### config.mk
export PLATFORM = sky130hd
export DESIGN_NAME = clipped_line_rasterizer_flat
export DESIGN_NICKNAME = d
export VERILOG_FILES = /design/src/clr_pkg.sv /design/src/clr_line_if.sv /design/src/clr_pixel_if.sv /design/src/clipped_line_rasterizer.sv /design/src/flat_wrapper.sv
export SDC_FILE = /design/constraint.sdc
export NUM_CORES = 1
export LEC_CHECK = 0
export BUFFER_PORTS_ARGS = -buffer_cell sky130_fd_sc_hd__buf_2
export CAP_MARGIN = 20
export CORE_MARGIN = 2
export CORE_UTILIZATION = 39
export DETAILED_ROUTE_END_ITERATION = 7
export GPL_TIMING_DRIVEN = 0
export PLACE_DENSITY = 0.68
export SETUP_SLACK_MARGIN = 0.1
export SYNTH_ARGS = -nofsm -noshare
export SYNTH_HDL_FRONTEND = slang
export SYNTH_SLANG_ARGS = --single-unit
### constraint.sdc
create_clock -name clk -period 12.9 [get_ports clk]
set_input_delay 0.645 -clock clk [delete_from_list [all_inputs] [get_ports clk]]
set_output_delay 0.645 -clock clk [all_outputs]
set_load 0.005 [all_outputs]
### src/clr_pkg.sv
// Shared constants for the clipped line rasterizer: widths, codes and reset values.
package clr_pkg;

  // Default widths
  localparam int COORD_WIDTH_DEF = 12;
  localparam int COLOR_WIDTH_DEF = 24;

  // Configuration port index width
  localparam int CFG_INDEX_WIDTH = 2;

  // Command codes on the line channel
  localparam logic CMD_LOAD = 1'b0;
  localparam logic CMD_STEP = 1'b1;

  // Clip window register indexes
  typedef enum logic [CFG_INDEX_WIDTH-1:0] {
    CFG_CLIP_LEFT   = 2'd0,
    CFG_CLIP_TOP    = 2'd1,
    CFG_CLIP_RIGHT  = 2'd2,
    CFG_CLIP_BOTTOM = 2'd3
  } cfg_index_t;

  // Clip window reset values
  localparam int CLIP_LEFT_RST   = 10;
  localparam int CLIP_TOP_RST    = 82;
  localparam int CLIP_RIGHT_RST  = 1140;
  localparam int CLIP_BOTTOM_RST = 560;

endpackage

### src/clr_line_if.sv
// Line command channel: valid/ready handshake with load or step payload.
interface clr_line_if #(
  parameter int COORD_WIDTH = clr_pkg::COORD_WIDTH_DEF,
  parameter int COLOR_WIDTH = clr_pkg::COLOR_WIDTH_DEF
);
  logic                          valid;
  logic                          ready;
  logic                          cmd;
  logic signed [COORD_WIDTH-1:0] start_x;
  logic signed [COORD_WIDTH-1:0] start_y;
  logic signed [COORD_WIDTH-1:0] end_x;
  logic signed [COORD_WIDTH-1:0] end_y;
  logic        [COLOR_WIDTH-1:0] line_color;

  modport source (
    output valid, cmd, start_x, start_y, end_x, end_y, line_color,
    input  ready
  );

  modport sink (
    input  valid, cmd, start_x, start_y, end_x, end_y, line_color,
    output ready
  );
endinterface

### src/clr_pixel_if.sv
// Pixel result channel: valid/ready handshake with pixel payload.
interface clr_pixel_if #(
  parameter int COORD_WIDTH = clr_pkg::COORD_WIDTH_DEF,
  parameter int COLOR_WIDTH = clr_pkg::COLOR_WIDTH_DEF
);
  logic                          valid;
  logic                          ready;
  logic signed [COORD_WIDTH-1:0] pixel_x;
  logic signed [COORD_WIDTH-1:0] pixel_y;
  logic        [COLOR_WIDTH-1:0] pixel_color;
  logic                          inside_res;
  logic                          last_pixel;

  modport source (
    output valid, pixel_x, pixel_y, pixel_color, inside_res, last_pixel,
    input  ready
  );

  modport sink (
    input  valid, pixel_x, pixel_y, pixel_color, inside_res, last_pixel,
    output ready
  );
endinterface

### src/clipped_line_rasterizer.sv
// Bresenham line walker with a rectangular clip window.
//
// Channels: line_in takes beats with cmd = load (endpoints and color) or
// cmd = step. A load sets up the line and gives no pixel; it replaces any
// line in progress. Each step on an active line gives one beat on pixel_out
// holding the current pixel, its color, an inside-window flag and a flag on
// the final endpoint. A step with no active line is consumed silently.
// The clip window lives in four registers written over cfg_we/cfg_index/
// cfg_data; writes to them are meant to happen while the block is idle.
//
// Output: a step's pixel is written into the output register when the step is
// accepted. Throughput: one beat per cycle while pixel_out is not stalled, as the
// walker state (error term add and compare) is updated on each accepted step.
// Stall: pixel_out is a single output register; line_in.ready is high when
// that register is empty or being drained in the same cycle, so the walker
// holds still while the receiver stalls.
// Reset: no line is active, the output register is empty and the clip
// window returns to left 10, top 82, right 1140, bottom 560.
module clipped_line_rasterizer #(
  parameter int COORD_WIDTH = clr_pkg::COORD_WIDTH_DEF,
  parameter int COLOR_WIDTH = clr_pkg::COLOR_WIDTH_DEF
) (
  input  logic                                clk,
  input  logic                                rst,
  input  logic                                cfg_we,
  input  logic [clr_pkg::CFG_INDEX_WIDTH-1:0] cfg_index,
  input  logic [COORD_WIDTH-1:0]              cfg_data,
  clr_line_if.sink                            line_in,
  clr_pixel_if.source                         pixel_out
);
  import clr_pkg::*;

  localparam int CW  = COORD_WIDTH;
  localparam int DW  = COORD_WIDTH + 1;  // endpoint difference
  localparam int EW  = COORD_WIDTH + 2;  // error term
  localparam int E2W = COORD_WIDTH + 3;  // doubled error term

  // Clip window registers
  logic signed [CW-1:0] clip_left, clip_top, clip_right, clip_bottom;

  // Walker state
  logic signed [CW-1:0]    cur_x, cur_y, target_x, target_y;
  logic        [CW-1:0]    span_x, span_y;
  logic                    dir_x_neg, dir_y_neg;
  logic signed [EW-1:0]    err_term;
  logic [COLOR_WIDTH-1:0]  held_color;
  logic                    active;

  // Output register
  logic                   out_valid;
  logic signed [CW-1:0]   out_x, out_y;
  logic [COLOR_WIDTH-1:0] out_color;
  logic                   out_inside, out_last;

  logic accept, is_load, is_step, emit;

  // Load setup
  logic signed [DW-1:0] diff_x, diff_y;
  logic        [CW-1:0] load_span_x, load_span_y;
  logic signed [EW-1:0] load_err;

  // Step evaluation
  logic                  in_window, last;
  logic signed [E2W-1:0] e2, span_x_ext, span_y_ext;
  logic                  step_x, step_y;
  logic signed [EW-1:0]  err_sub, err_add, err_next;
  logic signed [CW-1:0]  cur_x_next, cur_y_next;

  // Handshake
  assign line_in.ready = !out_valid || pixel_out.ready;
  assign accept        = line_in.valid && line_in.ready;
  assign is_load       = accept && (line_in.cmd == CMD_LOAD);
  assign is_step       = accept && (line_in.cmd == CMD_STEP);
  assign emit          = is_step && active;

  // Spans, directions and starting error of a new line
  assign diff_x      = DW'(line_in.end_x) - DW'(line_in.start_x);
  assign diff_y      = DW'(line_in.end_y) - DW'(line_in.start_y);
  assign load_span_x = diff_x[DW-1] ? CW'(-diff_x) : CW'(diff_x);
  assign load_span_y = diff_y[DW-1] ? CW'(-diff_y) : CW'(diff_y);
  assign load_err    = $signed({2'b00, load_span_x}) - $signed({2'b00, load_span_y});

  // Window test and end point test on the current pixel
  assign in_window = (cur_x >= clip_left) && (cur_x <= clip_right) &&
                     (cur_y >= clip_top)  && (cur_y <= clip_bottom);
  assign last      = (cur_x == target_x) && (cur_y == target_y);

  // Error rule
  assign e2         = {err_term, 1'b0};
  assign span_x_ext = $signed({3'b000, span_x});
  assign span_y_ext = $signed({3'b000, span_y});
  assign step_x     = e2 > -span_y_ext;
  assign step_y     = e2 < span_x_ext;
  assign err_sub    = step_x ? $signed({2'b00, span_y}) : $signed({EW{1'b0}});
  assign err_add    = step_y ? $signed({2'b00, span_x}) : $signed({EW{1'b0}});
  assign err_next   = err_term - err_sub + err_add;
  assign cur_x_next = cur_x + (dir_x_neg ? $signed({CW{1'b1}}) : $signed(CW'(1)));
  assign cur_y_next = cur_y + (dir_y_neg ? $signed({CW{1'b1}}) : $signed(CW'(1)));

  // Clip window writes
  always_ff @(posedge clk) begin
    if (rst) begin
      clip_left   <= CW'(CLIP_LEFT_RST);
      clip_top    <= CW'(CLIP_TOP_RST);
      clip_right  <= CW'(CLIP_RIGHT_RST);
      clip_bottom <= CW'(CLIP_BOTTOM_RST);
    end else if (cfg_we) begin
      unique case (cfg_index)
        CFG_CLIP_LEFT:   clip_left   <= cfg_data;
        CFG_CLIP_TOP:    clip_top    <= cfg_data;
        CFG_CLIP_RIGHT:  clip_right  <= cfg_data;
        CFG_CLIP_BOTTOM: clip_bottom <= cfg_data;
        default: ;
      endcase
    end
  end

  // Walker state update
  always_ff @(posedge clk) begin
    if (rst) begin
      cur_x      <= '0;
      cur_y      <= '0;
      target_x   <= '0;
      target_y   <= '0;
      span_x     <= '0;
      span_y     <= '0;
      dir_x_neg  <= 1'b0;
      dir_y_neg  <= 1'b0;
      err_term   <= '0;
      held_color <= '0;
      active     <= 1'b0;
    end else if (is_load) begin
      cur_x      <= line_in.start_x;
      cur_y      <= line_in.start_y;
      target_x   <= line_in.end_x;
      target_y   <= line_in.end_y;
      span_x     <= load_span_x;
      span_y     <= load_span_y;
      dir_x_neg  <= !(line_in.start_x < line_in.end_x);
      dir_y_neg  <= !(line_in.start_y < line_in.end_y);
      err_term   <= load_err;
      held_color <= line_in.line_color;
      active     <= 1'b1;
    end else if (emit) begin
      if (last) begin
        active <= 1'b0;
      end else begin
        err_term <= err_next;
        if (step_x) begin
          cur_x <= cur_x_next;
        end
        if (step_y) begin
          cur_y <= cur_y_next;
        end
      end
    end
  end

  // Output register valid
  always_ff @(posedge clk) begin
    if (rst) begin
      out_valid <= 1'b0;
    end else if (line_in.ready) begin
      out_valid <= emit;
    end
  end

  // Output register payload
  always_ff @(posedge clk) begin
    if (emit) begin
      out_x      <= cur_x;
      out_y      <= cur_y;
      out_color  <= held_color;
      out_inside <= in_window;
      out_last   <= last;
    end
  end

  assign pixel_out.valid       = out_valid;
  assign pixel_out.pixel_x     = out_x;
  assign pixel_out.pixel_y     = out_y;
  assign pixel_out.pixel_color = out_color;
  assign pixel_out.inside_res  = out_inside;
  assign pixel_out.last_pixel  = out_last;

endmodule
### src/flat_wrapper.sv
// flat-port wrapper written by rule: the top's interface ports become plain ports
module clipped_line_rasterizer_flat import clr_pkg::*;
#(
  parameter int COORD_WIDTH = clr_pkg::COORD_WIDTH_DEF,
  parameter int COLOR_WIDTH = clr_pkg::COLOR_WIDTH_DEF
)
  (clk, rst, cfg_we, cfg_index, cfg_data, line_in_valid, line_in_cmd, line_in_start_x, line_in_start_y, line_in_end_x, line_in_end_y, line_in_line_color, line_in_ready, pixel_out_valid, pixel_out_pixel_x, pixel_out_pixel_y, pixel_out_pixel_color, pixel_out_inside_res, pixel_out_last_pixel, pixel_out_ready);
  clr_line_if #(.COORD_WIDTH(COORD_WIDTH), .COLOR_WIDTH(COLOR_WIDTH)) line_in_i ();
  clr_pixel_if #(.COORD_WIDTH(COORD_WIDTH), .COLOR_WIDTH(COLOR_WIDTH)) pixel_out_i ();
  input  logic clk;
  input  logic rst;
  input  logic cfg_we;
  input  logic [clr_pkg::CFG_INDEX_WIDTH-1:0] cfg_index;
  input  logic [COORD_WIDTH-1:0] cfg_data;
  input wire logic [$bits(line_in_i.valid)-1:0] line_in_valid;
  input wire logic [$bits(line_in_i.cmd)-1:0] line_in_cmd;
  input wire logic [$bits(line_in_i.start_x)-1:0] line_in_start_x;
  input wire logic [$bits(line_in_i.start_y)-1:0] line_in_start_y;
  input wire logic [$bits(line_in_i.end_x)-1:0] line_in_end_x;
  input wire logic [$bits(line_in_i.end_y)-1:0] line_in_end_y;
  input wire logic [$bits(line_in_i.line_color)-1:0] line_in_line_color;
  output wire logic [$bits(line_in_i.ready)-1:0] line_in_ready;
  output wire logic [$bits(pixel_out_i.valid)-1:0] pixel_out_valid;
  output wire logic [$bits(pixel_out_i.pixel_x)-1:0] pixel_out_pixel_x;
  output wire logic [$bits(pixel_out_i.pixel_y)-1:0] pixel_out_pixel_y;
  output wire logic [$bits(pixel_out_i.pixel_color)-1:0] pixel_out_pixel_color;
  output wire logic [$bits(pixel_out_i.inside_res)-1:0] pixel_out_inside_res;
  output wire logic [$bits(pixel_out_i.last_pixel)-1:0] pixel_out_last_pixel;
  input wire logic [$bits(pixel_out_i.ready)-1:0] pixel_out_ready;
  assign line_in_i.valid = line_in_valid;
  assign line_in_i.cmd = line_in_cmd;
  assign line_in_i.start_x = line_in_start_x;
  assign line_in_i.start_y = line_in_start_y;
  assign line_in_i.end_x = line_in_end_x;
  assign line_in_i.end_y = line_in_end_y;
  assign line_in_i.line_color = line_in_line_color;
  assign line_in_ready = line_in_i.ready;
  assign pixel_out_valid = pixel_out_i.valid;
  assign pixel_out_pixel_x = pixel_out_i.pixel_x;
  assign pixel_out_pixel_y = pixel_out_i.pixel_y;
  assign pixel_out_pixel_color = pixel_out_i.pixel_color;
  assign pixel_out_inside_res = pixel_out_i.inside_res;
  assign pixel_out_last_pixel = pixel_out_i.last_pixel;
  assign pixel_out_i.ready = pixel_out_ready;
  clipped_line_rasterizer #(.COORD_WIDTH(COORD_WIDTH), .COLOR_WIDTH(COLOR_WIDTH)) u_core (.clk(clk), .rst(rst), .cfg_we(cfg_we), .cfg_index(cfg_index), .cfg_data(cfg_data), .line_in(line_in_i), .pixel_out(pixel_out_i));
endmodule
==> impl_metrics.py, run 1 <==
metrics = {
    "setup_path": {
        "path_buf_inv": 2,
        "slowest_delay_ns": 0.60,
        "worstSetupPathType": "flip-flop to flip-flop",
        "path_delay_family": "simple AND/OR/NAND/NOR gates",
        "cp_max_fo": 10,
        "critPathRequiredTime_ns": 13.32,
        "arrival_ns": 7.33,
        "endpoint_kind": "flip-flop",
        "setup.worst_path.start_class": "flip-flop",
        "path_common_cell": "nor3_1",
        "crit_path_top_delay_cell": "or4_1",
    },
    "grt": {
        "grt_max_degree": 31,
        "overflow": 0,
        "grt_util_all_layers_pct": 23.0,
        "antenna_found_initial": 2,
        "grt_pass1_wl_um": 65900,
        "grt_pass1_vias": 11948,
    },
    "die": {
        "core-area_um2": 35400,
        "ioPinCount": 144,
        "die-area_um2": 37300,
        "rows": 69,
        "initial_core_util_pct": 39.4,
        "die_w_um": 193,
        "die_h_um": 193,
    },
    "placement": {
        "dpl.hpwl_um": 34400,
        "pre_cts_ws_ns": 6.08,
        "port_buffers": 142,
        "place_congestion": 0.927,
    },
    "finish": {
        "diodes": 0,
        "final_util_pct": 45.4,
        "area_growth_pct": 15.2,
        "mostFrequentLayoutCells": "259 x nand2_1, 162 x inv_1, 162 x dfxtp_1, 155 x a21oi_1, 149 x ha_1",
        "drive_gt1_share_pct": 12.1,
        "layout.nets": 2090,
        "final_common_cell": "nand2_1",
    },
    "timing": {
        "worst_pin_slew_ns": 1.03,
        "relSlewSlack_pct": 31.3,
        "finalSetupTns_ns": 0,
        "drv_slew": 0,
        "rsz0062_at_grt": "false",
        "finalHoldViolations": 0,
        "setup_ws_ns": 5.99,
        "setup_violations": 0,
        "skew_ns": 0.00965,
        "timing.final.crit_share_pct": 53.6,
        "min_period_ns": 6.91,
        "clock.fmax_ghz": 0.145,
    },
    "synthesis": {
        "avgSynthCellArea_um2": 8.38,
        "syn-num-nets": 1921,
        "synth_warnings": 0,
        "ys_seq_elements": 212,
        "yosysSeqAreaShare_pct": 34.0,
        "synth_cells": 1663,
        "synthMuxAreaShare_pct": 0.503,
        "synthAdderAreaFrac_pct": 15.8,
        "synth_area_leaders": "dfxtp_1 23%, ha_1 13%, edfxtp_1 11%",
        "async_flop_share_pct": 0,
        "synth_compound_area_share_pct": 19.1,
        "synth_xor_area_share_pct": 6.53,
        "synth_top_cell_area_share_pct": 23.3,
        "yosysTopAreaCell": "dfxtp_1",
        "synth_top_family_by_area": "compound AO/OA/AOI/OAI gates",
        "syn_area_um2": 13900,
        "synth-simple-area-share_pct": 17.8,
        "synth.distinct_cells": 83,
        "synth_flop_cell": "dfxtp_1",
        "synth-edff-count": 50,
    },
    "pwr": {
        "power_density_nw_per_um2": 153,
        "p_clk_share_pct": 28.7,
        "vdd.ir_drop.worst_mv": 0.0831,
        "p_int_uw": 1550,
        "p_leak_uw": 0.00681,
        "power.share.sequential_pct": 31.3,
        "switching_share_pct": 37.2,
        "p_comb_share_pct": 40.0,
        "p_sw_uw": 915,
        "power.total_uw": 2460,
    },
    "routing": {
        "drc": 0,
        "avgViaCountPerCell": 5.53,
        "vias": 12775,
        "wl_um": 43800,
        "antenna_left": 0,
        "dr.first_iter.drc_count": 1136,
        "wl_per_cell_um": 18.9,
        "first_pass_iters": 5,
    },
    "clocking": {
        "cts_buffer_depth": 3,
        "cts_tree": "done",
        "cts_setup_buffers": 0,
        "cts_resized": 0,
        "insertion_delay_ns": 0.52,
        "path_clk_slew_ns": 0.07,
        "cts_hold_buf": 0,
        "cts_root_buf": "clkbuf_16",
        "cts.sink_count": 212,
        "numCtsBuffers": 24,
        "h-tree-depth": 1,
    },
    "hold_path": {
        "min_path_type": "input port to flip-flop",
    },
    "flow_run": {
        "cap_violations": 0,
    },
    "status": {
        "status": "completed",
    },
}
==> cell type report <==
type	count	area [um^2]
Multi-Input combinational cell	1225	8340
Clock inverter	11	145
Buffer	61	235
Clock buffer	33	666
Fill cell	3513	19300
Inverter	165	619
Sequential cell	212	4740
Timing Repair Buffer	143	731
Tap cell	461	577
==> cell families after synthesis <==
logic type / after synthesis
adders and majority gates: 166
AOI/OAI and AO/OA: 408
xor gates and xnor gates: 103
muxes: 7
DFF: 212
buffers and inverters: 226
and+or+nand+nor: 541
==> per-stage QoR <==
step           cells  cell area, um^2  hold slack, ns
2_1_floorplan   1663            13900           0.408
3_3_place_gp    2266            15200           0.412
3_5_place_dp    2267            15200           0.415
4_1_cts         2311            16100           0.351
5_1_grt         2311            16100           0.350
6_report        2311            16100           0.364
==> power by group through the flow <==
stage          sequential, uW  combinational [uW]  clock, uW
2_1_floorplan             763                 722          0
3_3_place_gp              782                 938          0
3_5_place_dp              783                 965          0
4_1_cts                   769                 974        715
5_1_grt                   774                1100        742
6_report                  771                 984        706
==> path summary, 6_finish.rpt <==
| kind | start | end | slack [ns] | cells past startpoint |
|---|---|---|---|---|
| max | u_core.span_y[2]$_SDFFE_PP0P_ | u_core.err_term[10]$_SDFFE_PP0P_ | 5.99 | 25 |
| min | line_in_line_color[20] | u_core.held_color[20]$_SDFFE_PP0P_ | 0.36 | 3 |
| max reg2reg | u_core.span_y[2]$_SDFFE_PP0P_ | u_core.err_term[10]$_SDFFE_PP0P_ | 5.99 | 25 |
| min reg2reg | u_core.held_color[14]$_SDFFE_PP0P_ | u_core.pixel_out.pixel_color[14]$_DFFE_PP_ | 0.43 | 0 |
==> per-layer routing <==
layer	vias up	track usage, %	wire, um
li1	6149	-	-
met1	6028	31.3	19600
met2	494	35.7	18800
met3	102	5.57	3820
met4	2	7.34	1500
met5	-	0	13
==> cell usage after synthesis, types with 27 or more instances <==
master    count
o21ai_0      49
ha_1        149
a21oi_1     155
nand3_1      31
inv_1       163
a211oi_1     43
edfxtp_1     50
nor2_1       99
clkbuf_1     48
nand2_1     259
nand4_1      27
a21o_1       27
dfxtp_1     162
xor2_1       27
xnor2_1      75
==> tightest hold or removal path: stages <==
cell	delay, ns
buf_2	0.09
nand2_1	0.04
a21oi_1	0.05
Note: power is estimated with default switching activity, not from simulation.
==> run 2: changes to the inputs <==
==> constraint.sdc (replaced) <==
create_clock -name clk -period 6.8 [get_ports clk]
set_input_delay 0.34 -clock clk [delete_from_list [all_inputs] [get_ports clk]]
set_output_delay 0.34 -clock clk [all_outputs]
set_load 0.005 [all_outputs]
==> impl_metrics.py, run 2 (same netlist as run 1, synthesis figures left out) <==
metrics = {
    "pwr": {
        "power_density_nw_per_um2": 291,
        "vdd.ir_drop.worst_mv": 0.159,
        "p_leak_uw": 0.00684,
    },
    "clocking": {
        "cts_buffer_depth": 3,
        "cts.sink_count": 212,
        "cts_root_buf": "clkbuf_16",
        "numCtsBuffers": 24,
        "h-tree-depth": 1,
        "path_clk_slew_ns": 0.07,
        "cts_tree": "done",
        "insertion_delay_ns": 0.52,
        "cts_hold_buf": 0,
    },
    "die": {
        "ioPinCount": 144,
        "die_h_um": 193,
        "die-area_um2": 37300,
        "core-area_um2": 35400,
        "initial_core_util_pct": 39.4,
        "die_w_um": 193,
        "rows": 69,
    },
    "finish": {
        "area_growth_pct": 15.5,
        "final_area_um2": 16100,
        "mostFrequentLayoutCells": "259 x nand2_1, 162 x inv_1, 162 x dfxtp_1, 155 x a21oi_1, 149 x ha_1",
        "drive_gt1_share_pct": 12.5,
        "seq_area_um2": 4740,
        "final_cells": 2314,
        "diodes": 0,
        "final_common_cell": "nand2_1",
        "multi_input_area_um2": 8360,
        "nFillCells": 3513,
        "layout.nets": 2093,
    },
    "timing": {
        "timing.final.crit_share_pct": 92.2,
        "relSlewSlack_pct": 31.8,
        "setup_violations": 0,
        "min_period_ns": 6.27,
        "skew_ns": 0.00903,
        "worst_pin_slew_ns": 1.02,
        "clock.fmax_ghz": 0.160,
        "rsz0062_at_grt": "false",
        "finalHoldViolations": 0,
        "drv_slew": 0,
        "setup_ws_ns": 0.532,
    },
    "placement": {
        "placed_cell_area_um2": 15200,
        "port_buffers": 142,
        "dpl.hpwl_um": 34400,
        "pre_cts_ws_ns": -0.0187,
        "place_congestion": 0.927,
        "dp_cells": 2267,
    },
    "setup_path": {
        "arrival_ns": 6.69,
        "worstSetupPathType": "flip-flop to flip-flop",
        "endpoint_kind": "flip-flop",
        "crit_end": "u_core.err_term[10]$_SDFFE_PP0P_",
        "r2r_cells": 25,
        "setup.worst_path.start_class": "flip-flop",
        "critPathRequiredTime_ns": 7.23,
        "worstReg2RegStart": "u_core.span_y[2]$_SDFFE_PP0P_",
        "crit_start": "u_core.span_y[2]$_SDFFE_PP0P_",
        "rr_endpoint": "u_core.err_term[10]$_SDFFE_PP0P_",
        "cp_max_fo": 10,
        "r2r_slack_ns": 0.53,
    },
    "grt": {
        "antenna_found_initial": 2,
        "grt_util_all_layers_pct": 23.0,
        "grt_max_degree": 31,
        "grt_pass1_vias": 11950,
        "overflow": 0,
        "grt_pass1_wl_um": 65900,
    },
    "routing": {
        "antenna_left": 0,
        "vias": 12778,
        "wl_um": 43800,
        "first_pass_iters": 4,
        "dr.first_iter.drc_count": 1102,
        "drc": 0,
        "avgViaCountPerCell": 5.52,
        "wl_per_cell_um": 18.9,
    },
    "hold_path": {
        "min_path_type": "input port to flip-flop",
    },
    "status": {
        "status": "completed",
    },
    "flow_run": {
        "cap_violations": 0,
    },
}
[run 2: changes by cell type in the layout (fill, tap and decap cells not counted), sizes merged]
cell    before  now
clkbuf      81   80
buf        156  160
[run 2: timing repair]
item | in CTS | in global routing
resized for setup | 1 | 9
buffers inserted | 0 | 3
hold endpoints to repair | 0 | 0
setup endpoints to repair | 3 | 6
pin swaps | 0 | 3
[run 2: cell type report]
type | count | share of cell area (%)
Clock inverter | 11 | 0.901
Tap cell | 461 | 3.58
Clock buffer | 33 | 4.13
Inverter | 165 | 3.85
Timing Repair Buffer | 146 | 4.68
Multi-Input combinational cell | 1225 | 51.9
Sequential cell | 212 | 29.5
Buffer | 61 | 1.48
[run 2: power breakdown]
| group | internal, uW | total, uW | switching (uW) |
|---|---|---|---|
| clock | 804 | 1340 | 536 |
| combinational | 777 | 1890 | 1110 |
| sequential | 1370 | 1460 | 94.8 |
[run 2: routing by layer]
| layer | share of wire [%] | vias to the layer above | GRT usage, % |
|---|---|---|---|
| met4 | 3.6 | 2 | 7.34 |
| li1 | - | 6162 | - |
| met5 | 0.030 | - | 0 |
| met1 | 45 | 6034 | 31.3 |
| met2 | 43 | 471 | 35.7 |
| met3 | 8.5 | 109 | 5.57 |
[run 2: metrics by stage]
step | utilization, % | setup TNS, ns | hold WS, ns | power, uW
after floorplan | - | 0 | 0.408 | 2820
final | 45.5 | 0 | 0.0566 | 4690
after CTS | 45.4 | 0 | 0.0464 | 4660
after detailed placement | 43.1 | -0.0187 | 0.415 | 3320
after global placement | 43.0 | 0 | 0.412 | 3260
after global routing | 45.5 | 0 | 0.0447 | 4990
[run 2: worst min path at each step]
stage                                                      end  cells past startpoint                               start  slack (ns)
global route                u_core.held_color[20]$_SDFFE_PP0P_                      3              line_in_line_color[20]        0.04
finish                      u_core.held_color[20]$_SDFFE_PP0P_                      3              line_in_line_color[20]        0.06
CTS                         u_core.held_color[20]$_SDFFE_PP0P_                      3              line_in_line_color[20]        0.05
detailed placement  u_core.pixel_out.pixel_color[14]$_DFFE_PP_                      0  u_core.held_color[14]$_SDFFE_PP0P_        0.42
global placement     u_core.pixel_out.pixel_color[2]$_DFFE_PP_                      0   u_core.held_color[2]$_SDFFE_PP0P_        0.41
floorplan            u_core.pixel_out.pixel_color[0]$_DFFE_PP_                      0   u_core.held_color[0]$_SDFFE_PP0P_        0.41
[run 2: critical path, cell delays in order, from the launching register on]
cell,delay [ns]
dfxtp_1,0.38
or4_1,0.61
nor3_1,0.21
nand2_1,0.15
nor3_1,0.19
xor2_1,0.20
ha_1,0.27
and3_1,0.18
a2111oi_2,0.39
o31ai_1,0.16
nor3b_2,0.35
nor3_2,0.10
buf_4,0.20
and2_1,0.18
fa_1,0.50
inv_1,0.04
ha_1,0.32
nor2b_1,0.16
o21ai_1,0.19
a21boi_0,0.18
o211ai_1,0.28
a21oi_1,0.15
nor3_1,0.24
xnor2_1,0.15
a21oi_1,0.09
a211oi_1,0.27
